File: config.mk
export PLATFORM = sky130hd
export DESIGN_NAME = bresenham_line_stepper_top
export DESIGN_NICKNAME = d
export VERILOG_FILES = /design/src/rtl/bls_pkg.sv /design/src/rtl/bls_setup.sv /design/src/rtl/bls_stepper.sv /design/src/rtl/bresenham_line_stepper_top.sv
export SDC_FILE = /design/constraint.sdc
export NUM_CORES = 1
export LEC_CHECK = 0
export BUFFER_PORTS_ARGS = -buffer_cell sky130_fd_sc_hd__buf_2
export CORE_MARGIN = 10
export CORE_UTILIZATION = 60
export CTS_CLUSTER_SIZE = 8
export DETAILED_ROUTE_END_ITERATION = 10
export HOLD_SLACK_MARGIN = 0.15
export PLACE_DENSITY_LB_ADDON = 0.05
export SYNTH_ARGS = -nofsm -noshare
export SYNTH_HDL_FRONTEND = slang
export SYNTH_HIERARCHICAL = 1
export SYNTH_SLANG_ARGS = --single-unit
File: constraint.sdc
create_clock -name clock -period 17.6 [get_ports clock]
set_clock_uncertainty 0.15 [all_clocks]
set_input_delay 2.64 -clock clock [delete_from_list [all_inputs] [get_ports clock]]
set_output_delay 2.64 -clock clock [all_outputs]
set_load 0.01 [all_outputs]
File: src/rtl/bls_pkg.sv
// shared codes for the line stepper: command values, octant group codes, control struct
// no dependencies
`default_nettype none

package bls_pkg;

   // command field
   localparam logic CMD_LOAD = 1'b0;
   localparam logic CMD_STEP = 1'b1;

   // octant groups, the axis that is folded onto +major
   localparam logic [1:0] GRP_POS_X = 2'd0;
   localparam logic [1:0] GRP_NEG_X = 2'd1;
   localparam logic [1:0] GRP_POS_Y = 2'd2;
   localparam logic [1:0] GRP_NEG_Y = 2'd3;

   // what the front register hands the stepper this cycle
   typedef struct packed {
      logic load;
      logic step;
   } bls_ctl_type;

endpackage

`default_nettype wire

File: src/rtl/bls_setup.sv
// endpoint fold for a load: octant group, major/minor axes and error term seeds
// depends on bls_pkg
`default_nettype none

module bls_setup #(
   parameter int COORD_WIDTH = 15
) (
   input  wire logic signed [COORD_WIDTH-1:0] start_x,
   input  wire logic signed [COORD_WIDTH-1:0] start_y,
   input  wire logic signed [COORD_WIDTH-1:0] end_x,
   input  wire logic signed [COORD_WIDTH-1:0] end_y,
   output logic        [1:0]               group,
   output logic signed [COORD_WIDTH:0]     major_pos,
   output logic signed [COORD_WIDTH:0]     major_end,
   output logic signed [COORD_WIDTH-1:0]   minor_pos,
   output logic signed [1:0]               minor_dir,
   output logic        [COORD_WIDTH:0]     twice_rise,
   output logic        [COORD_WIDTH:0]     twice_run,
   output logic signed [COORD_WIDTH+3:0]   error_init
);
   import bls_pkg::*;

   localparam int W  = COORD_WIDTH;
   localparam int DW = COORD_WIDTH + 1;

   logic signed [DW-1:0] sx, sy, ex, ey;
   logic signed [DW-1:0] xp, xn, yp, yn;
   logic signed [DW-1:0] b0, b1, minor_diff, minor_abs, run_len;
   logic                 pick_xp, pick_xn, pick_yp;

   assign sx = {start_x[W-1], start_x};
   assign sy = {start_y[W-1], start_y};
   assign ex = {end_x[W-1], end_x};
   assign ey = {end_y[W-1], end_y};

   assign xp = ex - sx;
   assign xn = sx - ex;
   assign yp = ey - sy;
   assign yn = sy - ey;

   // largest of the four, ties in order +x, -x, +y, -y
   assign pick_xp = (xp >= xn) && (xp >= yp) && (xp >= yn);
   assign pick_xn = (xn >= yp) && (xn >= yn);
   assign pick_yp = (yp >= yn);

   always_comb begin
      if (pick_xp) begin
         group     = GRP_POS_X;
         major_pos = sx;
         major_end = ex;
         b0        = sy;
         b1        = ey;
      end else if (pick_xn) begin
         group     = GRP_NEG_X;
         major_pos = -sx;
         major_end = -ex;
         b0        = sy;
         b1        = ey;
      end else if (pick_yp) begin
         group     = GRP_POS_Y;
         major_pos = sy;
         major_end = ey;
         b0        = sx;
         b1        = ex;
      end else begin
         group     = GRP_NEG_Y;
         major_pos = -sy;
         major_end = -ey;
         b0        = sx;
         b1        = ex;
      end
   end

   assign minor_diff = b1 - b0;
   assign minor_abs  = minor_diff[DW-1] ? -minor_diff : minor_diff;
   // fold makes this the non-negative maximum
   assign run_len    = major_end - major_pos;

   assign minor_pos  = b0[W-1:0];
   assign minor_dir  = minor_diff[DW-1] ? 2'sb11 :
                       ((minor_diff != '0) ? 2'sb01 : 2'sb00);
   assign twice_rise = {minor_abs[W-1:0], 1'b0};
   assign twice_run  = {run_len[W-1:0], 1'b0};
   assign error_init = $signed({3'b000, minor_abs[W-1:0], 1'b0})
                     - $signed({4'b0000, run_len[W-1:0]});

endmodule

`default_nettype wire

File: src/rtl/bls_stepper.sv
// line state registers and the per-step error update, point unfold to original axes
// depends on bls_pkg
`default_nettype none

module bls_stepper #(
   parameter int COORD_WIDTH = 15
) (
   input  wire logic                          clock,
   input  wire logic                          reset,
   input  wire bls_pkg::bls_ctl_type          ctl,
   input  wire logic        [1:0]             load_group,
   input  wire logic signed [COORD_WIDTH:0]   load_major_pos,
   input  wire logic signed [COORD_WIDTH:0]   load_major_end,
   input  wire logic signed [COORD_WIDTH-1:0] load_minor_pos,
   input  wire logic signed [1:0]             load_minor_dir,
   input  wire logic        [COORD_WIDTH:0]   load_twice_rise,
   input  wire logic        [COORD_WIDTH:0]   load_twice_run,
   input  wire logic signed [COORD_WIDTH+3:0] load_error,
   output logic                               emit,
   output logic signed [COORD_WIDTH-1:0]      point_x,
   output logic signed [COORD_WIDTH-1:0]      point_y,
   output logic                               last_point
);
   import bls_pkg::*;

   localparam int W  = COORD_WIDTH;
   localparam int DW = COORD_WIDTH + 1;
   localparam int EW = COORD_WIDTH + 4;

   logic                 active_ff, active_in;
   logic [1:0]           group_ff, group_in;
   logic signed [DW-1:0] major_ff, major_in;
   logic signed [DW-1:0] major_end_ff, major_end_in;
   logic signed [W-1:0]  minor_ff, minor_in;
   logic signed [1:0]    dir_ff, dir_in;
   logic [DW-1:0]        rise_ff, rise_in;
   logic [DW-1:0]        run_ff, run_in;
   logic signed [EW-1:0] error_ff, error_in;

   logic signed [EW-1:0] error_sum;
   logic signed [DW-1:0] major_neg;
   logic                 at_end;

   assign at_end    = (major_ff >= major_end_ff);
   assign major_neg = -major_ff;
   assign error_sum = error_ff + $signed({3'b000, rise_ff});
   assign emit      = ctl.step && active_ff;

   always_comb begin
      case (group_ff)
         GRP_POS_X: begin
            point_x = major_ff[W-1:0];
            point_y = minor_ff;
         end
         GRP_NEG_X: begin
            point_x = major_neg[W-1:0];
            point_y = minor_ff;
         end
         GRP_POS_Y: begin
            point_x = minor_ff;
            point_y = major_ff[W-1:0];
         end
         default: begin
            point_x = minor_ff;
            point_y = major_neg[W-1:0];
         end
      endcase
   end

   assign last_point = at_end;

   always_comb begin
      active_in    = active_ff;
      group_in     = group_ff;
      major_in     = major_ff;
      major_end_in = major_end_ff;
      minor_in     = minor_ff;
      dir_in       = dir_ff;
      rise_in      = rise_ff;
      run_in       = run_ff;
      error_in     = error_ff;
      if (ctl.load) begin
         active_in    = 1'b1;
         group_in     = load_group;
         major_in     = load_major_pos;
         major_end_in = load_major_end;
         minor_in     = load_minor_pos;
         dir_in       = load_minor_dir;
         rise_in      = load_twice_rise;
         run_in       = load_twice_run;
         error_in     = load_error;
      end else if (emit) begin
         if (at_end) begin
            active_in = 1'b0;
         end else begin
            major_in = major_ff + DW'(1);
            if (error_sum > 0) begin
               error_in = error_sum - $signed({3'b000, run_ff});
               minor_in = minor_ff + {{(W-2){dir_ff[1]}}, dir_ff};
            end else begin
               error_in = error_sum;
            end
         end
      end
   end

   always_ff @(posedge clock) begin
      if (reset) begin
         active_ff    <= 1'b0;
         group_ff     <= GRP_POS_X;
         major_ff     <= '0;
         major_end_ff <= '0;
         minor_ff     <= '0;
         dir_ff       <= '0;
         rise_ff      <= '0;
         run_ff       <= '0;
         error_ff     <= '0;
      end else begin
         active_ff    <= active_in;
         group_ff     <= group_in;
         major_ff     <= major_in;
         major_end_ff <= major_end_in;
         minor_ff     <= minor_in;
         dir_ff       <= dir_in;
         rise_ff      <= rise_in;
         run_ff       <= run_in;
         error_ff     <= error_in;
      end
   end

endmodule

`default_nettype wire

File: src/rtl/bresenham_line_stepper_top.sv
// top level of the line stepper: request register, setup fold, stepper and result register
// depends on bls_pkg, bls_setup and bls_stepper
//
// usage
//   req_ channel carries one command per beat: a load (endpoints in start/end x/y)
//   or a step. a load returns nothing and replaces any line in progress. each step
//   while a line is active returns one rsp_ beat with the next point and
//   rsp_last_point set on the final one, after which the line is closed; a step
//   with no active line returns nothing
//   path: a step accepted into the request register is worked by the stepper once
//   it advances, and its point is registered in the result register
//   throughput: one command per cycle while no stalled result beat holds it, with the
//   error update (one add, compare and subtract) between request and result registers
//   stall: while rsp_valid is high and rsp_ready low the result register holds
//   and the request register holds its beat; req_ready stays high as long as the
//   request register is empty, so one extra beat is taken during a stall
//   reset: clears both valid flags and the line state, no line is active
`default_nettype none

module bresenham_line_stepper_top #(
   parameter int COORD_WIDTH = 15
) (
   input  wire logic                          clock,
   input  wire logic                          reset,
   input  wire logic                          req_valid,
   output logic                               req_ready,
   input  wire logic                          req_command,
   input  wire logic signed [COORD_WIDTH-1:0] req_start_x,
   input  wire logic signed [COORD_WIDTH-1:0] req_start_y,
   input  wire logic signed [COORD_WIDTH-1:0] req_end_x,
   input  wire logic signed [COORD_WIDTH-1:0] req_end_y,
   output logic                               rsp_valid,
   input  wire logic                          rsp_ready,
   output logic signed [COORD_WIDTH-1:0]      rsp_point_x,
   output logic signed [COORD_WIDTH-1:0]      rsp_point_y,
   output logic                               rsp_last_point
);
   import bls_pkg::*;

   localparam int W = COORD_WIDTH;

   // request register
   logic                req_full_ff, req_full_in;
   logic                cmd_ff;
   logic signed [W-1:0] start_x_ff, start_y_ff, end_x_ff, end_y_ff;

   // result register
   logic                rsp_valid_ff, rsp_valid_in;
   logic signed [W-1:0] point_x_ff, point_y_ff;
   logic                last_ff;

   logic                req_beat;
   logic                advance;
   bls_ctl_type         ctl;

   // fold outputs
   logic [1:0]           fold_group;
   logic signed [W:0]    fold_major_pos, fold_major_end;
   logic signed [W-1:0]  fold_minor_pos;
   logic signed [1:0]    fold_minor_dir;
   logic [W:0]           fold_twice_rise, fold_twice_run;
   logic signed [W+3:0]  fold_error;

   // stepper outputs
   logic                 step_emit;
   logic signed [W-1:0]  step_point_x, step_point_y;
   logic                 step_last;

   // held command moves on once the result slot is free or being drained
   assign advance   = req_full_ff && (!rsp_valid_ff || rsp_ready);
   assign req_ready = !req_full_ff || advance;
   assign req_beat  = req_valid && req_ready;

   assign ctl.load = advance && (cmd_ff == CMD_LOAD);
   assign ctl.step = advance && (cmd_ff == CMD_STEP);

   bls_setup #(
      .COORD_WIDTH(COORD_WIDTH)
   ) u_setup (
      .start_x    (start_x_ff),
      .start_y    (start_y_ff),
      .end_x      (end_x_ff),
      .end_y      (end_y_ff),
      .group      (fold_group),
      .major_pos  (fold_major_pos),
      .major_end  (fold_major_end),
      .minor_pos  (fold_minor_pos),
      .minor_dir  (fold_minor_dir),
      .twice_rise (fold_twice_rise),
      .twice_run  (fold_twice_run),
      .error_init (fold_error)
   );

   bls_stepper #(
      .COORD_WIDTH(COORD_WIDTH)
   ) u_stepper (
      .clock           (clock),
      .reset           (reset),
      .ctl             (ctl),
      .load_group      (fold_group),
      .load_major_pos  (fold_major_pos),
      .load_major_end  (fold_major_end),
      .load_minor_pos  (fold_minor_pos),
      .load_minor_dir  (fold_minor_dir),
      .load_twice_rise (fold_twice_rise),
      .load_twice_run  (fold_twice_run),
      .load_error      (fold_error),
      .emit            (step_emit),
      .point_x         (step_point_x),
      .point_y         (step_point_y),
      .last_point      (step_last)
   );

   // request register valid: filled by a beat, emptied when it advances
   assign req_full_in  = req_beat || (req_full_ff && !advance);
   // result register valid: new point, or the old one still waiting
   assign rsp_valid_in = step_emit || (rsp_valid_ff && !rsp_ready);

   always_ff @(posedge clock) begin
      if (reset) begin
         req_full_ff  <= 1'b0;
         rsp_valid_ff <= 1'b0;
      end else begin
         req_full_ff  <= req_full_in;
         rsp_valid_ff <= rsp_valid_in;
      end
   end

   // payload registers, no reset needed
   always_ff @(posedge clock) begin
      if (req_beat) begin
         cmd_ff     <= req_command;
         start_x_ff <= req_start_x;
         start_y_ff <= req_start_y;
         end_x_ff   <= req_end_x;
         end_y_ff   <= req_end_y;
      end
      if (step_emit) begin
         point_x_ff <= step_point_x;
         point_y_ff <= step_point_y;
         last_ff    <= step_last;
      end
   end

   assign rsp_valid      = rsp_valid_ff;
   assign rsp_point_x    = point_x_ff;
   assign rsp_point_y    = point_y_ff;
   assign rsp_last_point = last_ff;

endmodule

`default_nettype wire

Yosys cells after proc, flatten, opt, wreduce, memory -nomap -nowiden:

Cells that the tools add are included.

* bitwise gates (word level): 1
* reduce and logical (&&, ||, !) cells: 27
* mux-type cells: 32
* add/sub/neg operators: 17
* eq/ne operators: 3
* $lt $le $gt $ge: 8

Operators by type and width (count)
* two-way mux 16 bit: 13
* greater-or-equal comparator 16 bit: 7
* two-way mux 19 bit: 4
* two-way mux 15 bit: 5
* negator 15 -> 16 bit: 4
* subtractor 15 x 15 -> 16 bit: 4
* one-hot mux 15 bit (2 select lines): 2
* negator 15 bit: 2
* adder 19 x 17 -> 19 bit: 1
* > comparator 19 x 1 -> 1 bit, second input constant: 1
* subtractor 19 x 17 -> 19 bit: 1
* subtractor 16 x 15 -> 17 bit: 1
* adder 16 x 2 -> 16 bit, second input constant: 1
* nonzero test 16 bit: 1
* subtractor 16 bit: 1
* adder 15 bit: 1
* subtractor 15 bit: 1
* logical AND 1 bit: 10
* two-way mux 2 bit: 3
* nonzero test 2 bit: 3
* two-way mux 1 bit: 5
* logical NOT 1 bit: 4
* logical OR 1 bit: 4
* AND reduction 2 bit: 2
* other kinds (7): 7

* output and inout port bits: 33
* word-level logic and storage cells: 107
* register bits after elaboration: 195
* input bits: 65

Longest topological paths before layout:

* depth in word-level cells: 10
* gate-level depth with buffers: 58
* depth with buffers taken out: 54

Cells and area by module:

Netlist, hierarchy kept.

By module, submodules not included
* bls_setup: times used 1, seq. area each 0.0 µm², cells an instance 1387, area an instance 9399.0 µm²
* bls_stepper: times used 1, seq. area each 2062.0 µm², cells an instance 1012, area an instance 8065.2 µm²
* bresenham_line_stepper_top: times used 1, seq. area each 2802.7 µm², cells an instance 103, area an instance 2871.5 µm²

Worst setup path before layout:

No wires, ideal clock.

* path type: flip-flop to flip-flop
* start: register start_x_ff[1]
* end: register u_stepper.error_ff[18]
* setup slack: 7.123 ns
* cell stages (with the launch flop): 57
* arrival time: 10.236 ns
* data required time: 17.359 ns
* library setup time: 0.091 ns
* cell sequence: edfxtp_1 > inv_1 > ha_1 > nor2b_1 > o21ai_0 > a21boi_0 > o21ai_0 > a21boi_0 > o21ai_0 > nand2b_1 > a21o_1 > a21o_1 > a31oi_1 > o21ai_0 > o31ai_1 > ha_1 > nand4_1 > nor2_1 > [21 not listed] > clkbuf_1 > o21ai_0 > ha_1 > nor2b_1 > o21ai_0 > a21boi_0 > o21ai_0 > a21boi_0 > o21ai_0 > nand2b_1 > a21o_1 > a21o_1 > nand3_1 > a311oi_1 > a211oi_1 > buf_4 > o21ai_0 > a311oi_1

* cells in the longest elaborated chain, start to end: 10
* elaborated cells on any way between the ends: 25
* classes of those cells: add/sub (7); order compare (5); mux (10); reduce/logical (3)

RTL lines
* start: declaration: line bresenham_line_stepper_top.sv:45 `logic signed [W-1:0] start_x_ff, start_y_ff, end_x_ff, end_y_ff;`
* start signal: assignment: line bresenham_line_stepper_top.sv:133 `start_x_ff <= req_start_x;`
* subtractor 15 x 15 -> 16 bit, on equally long branches: line bls_setup.sv:37, bls_setup.sv:36
* greater-or-equal comparator 16 bit, on equally long branches: line bls_setup.sv:43, bls_setup.sv:42
* logical AND 1 bit, on equally long branches: line bls_setup.sv:43, bls_setup.sv:42
* two-way mux 16 bit or logical AND 1 bit (tied branches): line bls_setup.sv:53, bls_setup.sv:42
* two-way mux 16 bit: line bls_setup.sv:47 `if (pick_xp) begin`
* subtractor 16 bit *: line bls_setup.sv:74 `assign minor_diff = b1 - b0;`
* negator 15 bit: line bls_setup.sv:75 `assign minor_abs = minor_diff[DW-1] ? -minor_diff : minor_diff;`
* two-way mux 15 bit *: line bls_setup.sv:75
* named net fold_twice_rise[2]: line bresenham_line_stepper_top.sv:61 `logic [W:0] fold_twice_rise, fold_twice_run;`
* subtractor 16 x 15 -> 17 bit *: line bls_setup.sv:85 `- $signed({4'b0000, run_len[W-1:0]});`
* named net fold_error[16]: line bresenham_line_stepper_top.sv:62 `logic signed [W+3:0] fold_error;`
* two-way mux 19 bit *: line bls_stepper.sv:82 `if (ctl.load) begin`
* end signal: assignment: line bls_stepper.sv:127 `error_ff <= error_in;`
* end: declaration: line bls_stepper.sv:38 `logic signed [EW-1:0] error_ff, error_in;`

The timed path passes the listed nets; every way through them passes the cells marked *.
A chain may end at the register's enable or synchronous reset.

Worst setup path after layout:

* start: register start_y_ff[1]
* end: register u_stepper.error_ff[18]

* cells in the longest elaborated chain, start to end: 10
* elaborated cells on any way between the ends: 27
* classes of those cells: add/sub (7); order compare (5); mux (12); reduce/logical (3)

RTL lines
* start: declaration: line bresenham_line_stepper_top.sv:45
* start signal: assignment: line bresenham_line_stepper_top.sv:134 `start_y_ff <= req_start_y;`
* subtractor 15 x 15 -> 16 bit, on equally long branches: line bls_setup.sv:38, bls_setup.sv:39
* greater-or-equal comparator 16 bit, on equally long branches: line bls_setup.sv:43, bls_setup.sv:42
* logical AND 1 bit, on equally long branches: line bls_setup.sv:43, bls_setup.sv:42
* two-way mux 16 bit or logical AND 1 bit (tied branches): line bls_setup.sv:53, bls_setup.sv:42
* two-way mux 16 bit *: line bls_setup.sv:47
* named net fold_minor_pos[0]: line bresenham_line_stepper_top.sv:59 `logic signed [W-1:0] fold_minor_pos;`
* subtractor 16 bit *: line bls_setup.sv:74
* negator 15 bit: line bls_setup.sv:75
* two-way mux 15 bit *: line bls_setup.sv:75
* named net fold_twice_rise[2]: line bresenham_line_stepper_top.sv:61
* subtractor 16 x 15 -> 17 bit *: line bls_setup.sv:85
* named net fold_error[16]: line bresenham_line_stepper_top.sv:62
* two-way mux 19 bit *: line bls_stepper.sv:82

Marks and branches as above.

==> qor.csv <==
metric,value,unit
hpwl,48300,um
grt_overflow,0,
crit_slowest_cell,a21boi_0,
synth.avg_cell_area,8.13,sq um
setup_viol,0,
clock.fmax,76.4,MHz
holdWs,349,ps
worst_ep_arrival_time,13310,ps
vias,18300,
final_nets,2860,
final_layout_size_suffix_gt1_share,8.51,%
ys_ff_latch,197,
final_cells,2988,
htree_levels,4,
grt_pass1_vias,17100,
dieArea,41700,sq um
io_buffers,97,
hp-class,register to register,
cts.repair.resized,0,
seq_area_frac_synth,23.9,%
synth_async_sr_flop_share,0,%
io_pins,98,
synth_area_leader_cell,ha_1,
fp.dieW,204,um
cts_tree,built,
yosysTopAreaCellShare,15.9,%
place_congestion,0.993,
clock-sinks,197,
route.detailed.drc,0,
holdBufCountCts,0,
dp.cells,2955,
initialDrtViolationCount,1751,
cts_setup_buffers,0,
cts_made_buffers,17,
cts_buffer_depth,2,
worst_pin_slew,1280,ps
required,17830,ps
via_per_inst,6.13,
root_buffer,clkbuf_16,
critPathLaunchType,register,
finalHoldViolCount,0,
critical_path_class,register to register,
min_period,13090,ps
grtUsageTotal,28.3,%
slew_viol_final,0,
core,33400,sq um
syn-cell-area,20300,sq um
cp_common_cell,o21ai_0,
antenna_found_initial,0,
wirelength,60200,um
wire_per_inst,20.1,um
path_clk_slew,80,ps
worstPathMaxFanout,76,
slowest_delay,590,ps
period_share,74.3,%
syn2layout_area_growth,6.37,%
hp-start,u_stepper/run_ff[1],
yosys_warnings,6,
rows,67,
synth_edf_count,92,
fillCellCount,2880,
grt_pass1_wl,93900,um
status,"complete, no violations",
slew_headroom,14.1,%
cap_violations,0,
ys_top_cells_by_area,"ha_1 16%, edfxtp_1 14%, dfxtp_1 10%",
synth.distinct_cells,100,
syn_inst,2502,
first_pass_iters,8,
rr_startpoint,start_y_ff[1],
chipHeight,204,um
grt_setup_unrepaired,false,
ant_nets,0,
tns,0,ps
clkLatencyLatePin,470,ps
utilization,64.7,%
end_kind,register,
cp-startpoint,start_y_ff[1],
grt_start_max_net_pins,80,
synth_flop_cell,dfxtp_1,
initial_utilization,60.8,%
cell usage after synthesis, types with 32 or more instances:
master,n
inv_1,253
nor2_1,259
clkbuf_1,56
dfxtp_1,105
xor2_1,48
nor3_1,52
nand2_1,141
ha_1,259
o21ai_0,124
nand4_1,32
a21o_1,47
edfxtp_1,92
mux2i_1,79
nand3_1,60
a21oi_1,184
xnor2_1,128
a31oi_1,40
nor2b_1,38
worst paths after layout:
path / end / slack (ps) / depth (start not counted)
max: u_stepper/error_ff[18] / 4510 / 55
min: u_stepper/run_ff[1] / 350 / 2
min reg2reg: u_stepper/run_ff[1] / 350 / 2
max reg2reg: u_stepper/error_ff[18] / 4510 / 55
through the flow:
step	cell area, sq um	setup WS [ps]
6_report	21600	4510
5_1_grt	21600	3500
4_1_cts	21600	4920
3_5_place_dp	21000	5010
3_3_place_gp	21000	5460
2_1_floorplan	20300	7120
kinds of logic after synthesis:
family | share of synthesized area [%]
flops | 23.9
other cells | 0.0184
xor+xnor | 7.74
mux | 4.66
buf+inv | 7.25
fa+ha+maj | 17.1
compound gates | 21.9
simple gates | 17.4
cell usage in the layout, fill, tap and decap left out, types with 47 or more instances in the layout:
cell      synthesis  final
ha_1            259    259
xor2_1           48     48
nand3_1          60     60
mux2i_1          79     79
nor3_1           52     52
buf_2            31     96
nand2_1         141    141
dfxtp_1         105    105
xnor2_1         128    128
inv_1           253    253
o21ai_0         124    124
a21oi_1         184    184
a21o_1           47     47
nor2_1          259    258
edfxtp_1         92     92
critical path, delay by kind of cell (launching register included):
| family | cells | cell delay (ps) |
|---|---|---|
| simple gates | 9 | 1250 |
| buf+inv | 4 | 1260 |
| fa+ha+maj | 4 | 1270 |
| compound gates | 37 | 8220 |
| mux | 1 | 400 |
| flops | 1 | 420 |
final cells by class:
cell class                 instances  area (sq um)  share of cell area [%]
clock buffer                      20           489                    2.26
timing repair buffer             112           601                    2.78
sequential                       197          4860                    22.5
multi-input combinational       1944         14000                    64.8
antenna                            1          2.50                  0.0116
clock inverter                    12           140                   0.648
tap                              448           561                    2.59
inverter                         254           955                    4.41
metal layers:
metal  global-route usage, %  vias up  share of wire, %
li1                        -     8995                 -
met1                    39.1     8593                46
met2                    44.8      684                44
met3                    5.40       49               8.1
met4                    6.80        0               1.5
met5                       0        -                 0
registers in the layout (all words and copies together), names as in the netlist:
name                    flops
u_stepper/error_ff         19
u_stepper/major_end_ff     16
u_stepper/major_ff         16
u_stepper/rise_ff          16
u_stepper/run_ff           16
end_x_ff                   15
end_y_ff                   15
rsp_point_x                15
rsp_point_y                15
start_x_ff                 15
start_y_ff                 15
u_stepper/minor_ff         15
u_stepper/dir_ff            2
u_stepper/group_ff          2
cmd_ff                      1
req_full_ff                 1
rsp_last_point              1
rsp_valid                   1
u_stepper/active_ff         1
Power is not shown: default switching activity piles up to over one toggle a cycle in this logic, so the estimate is an artifact.
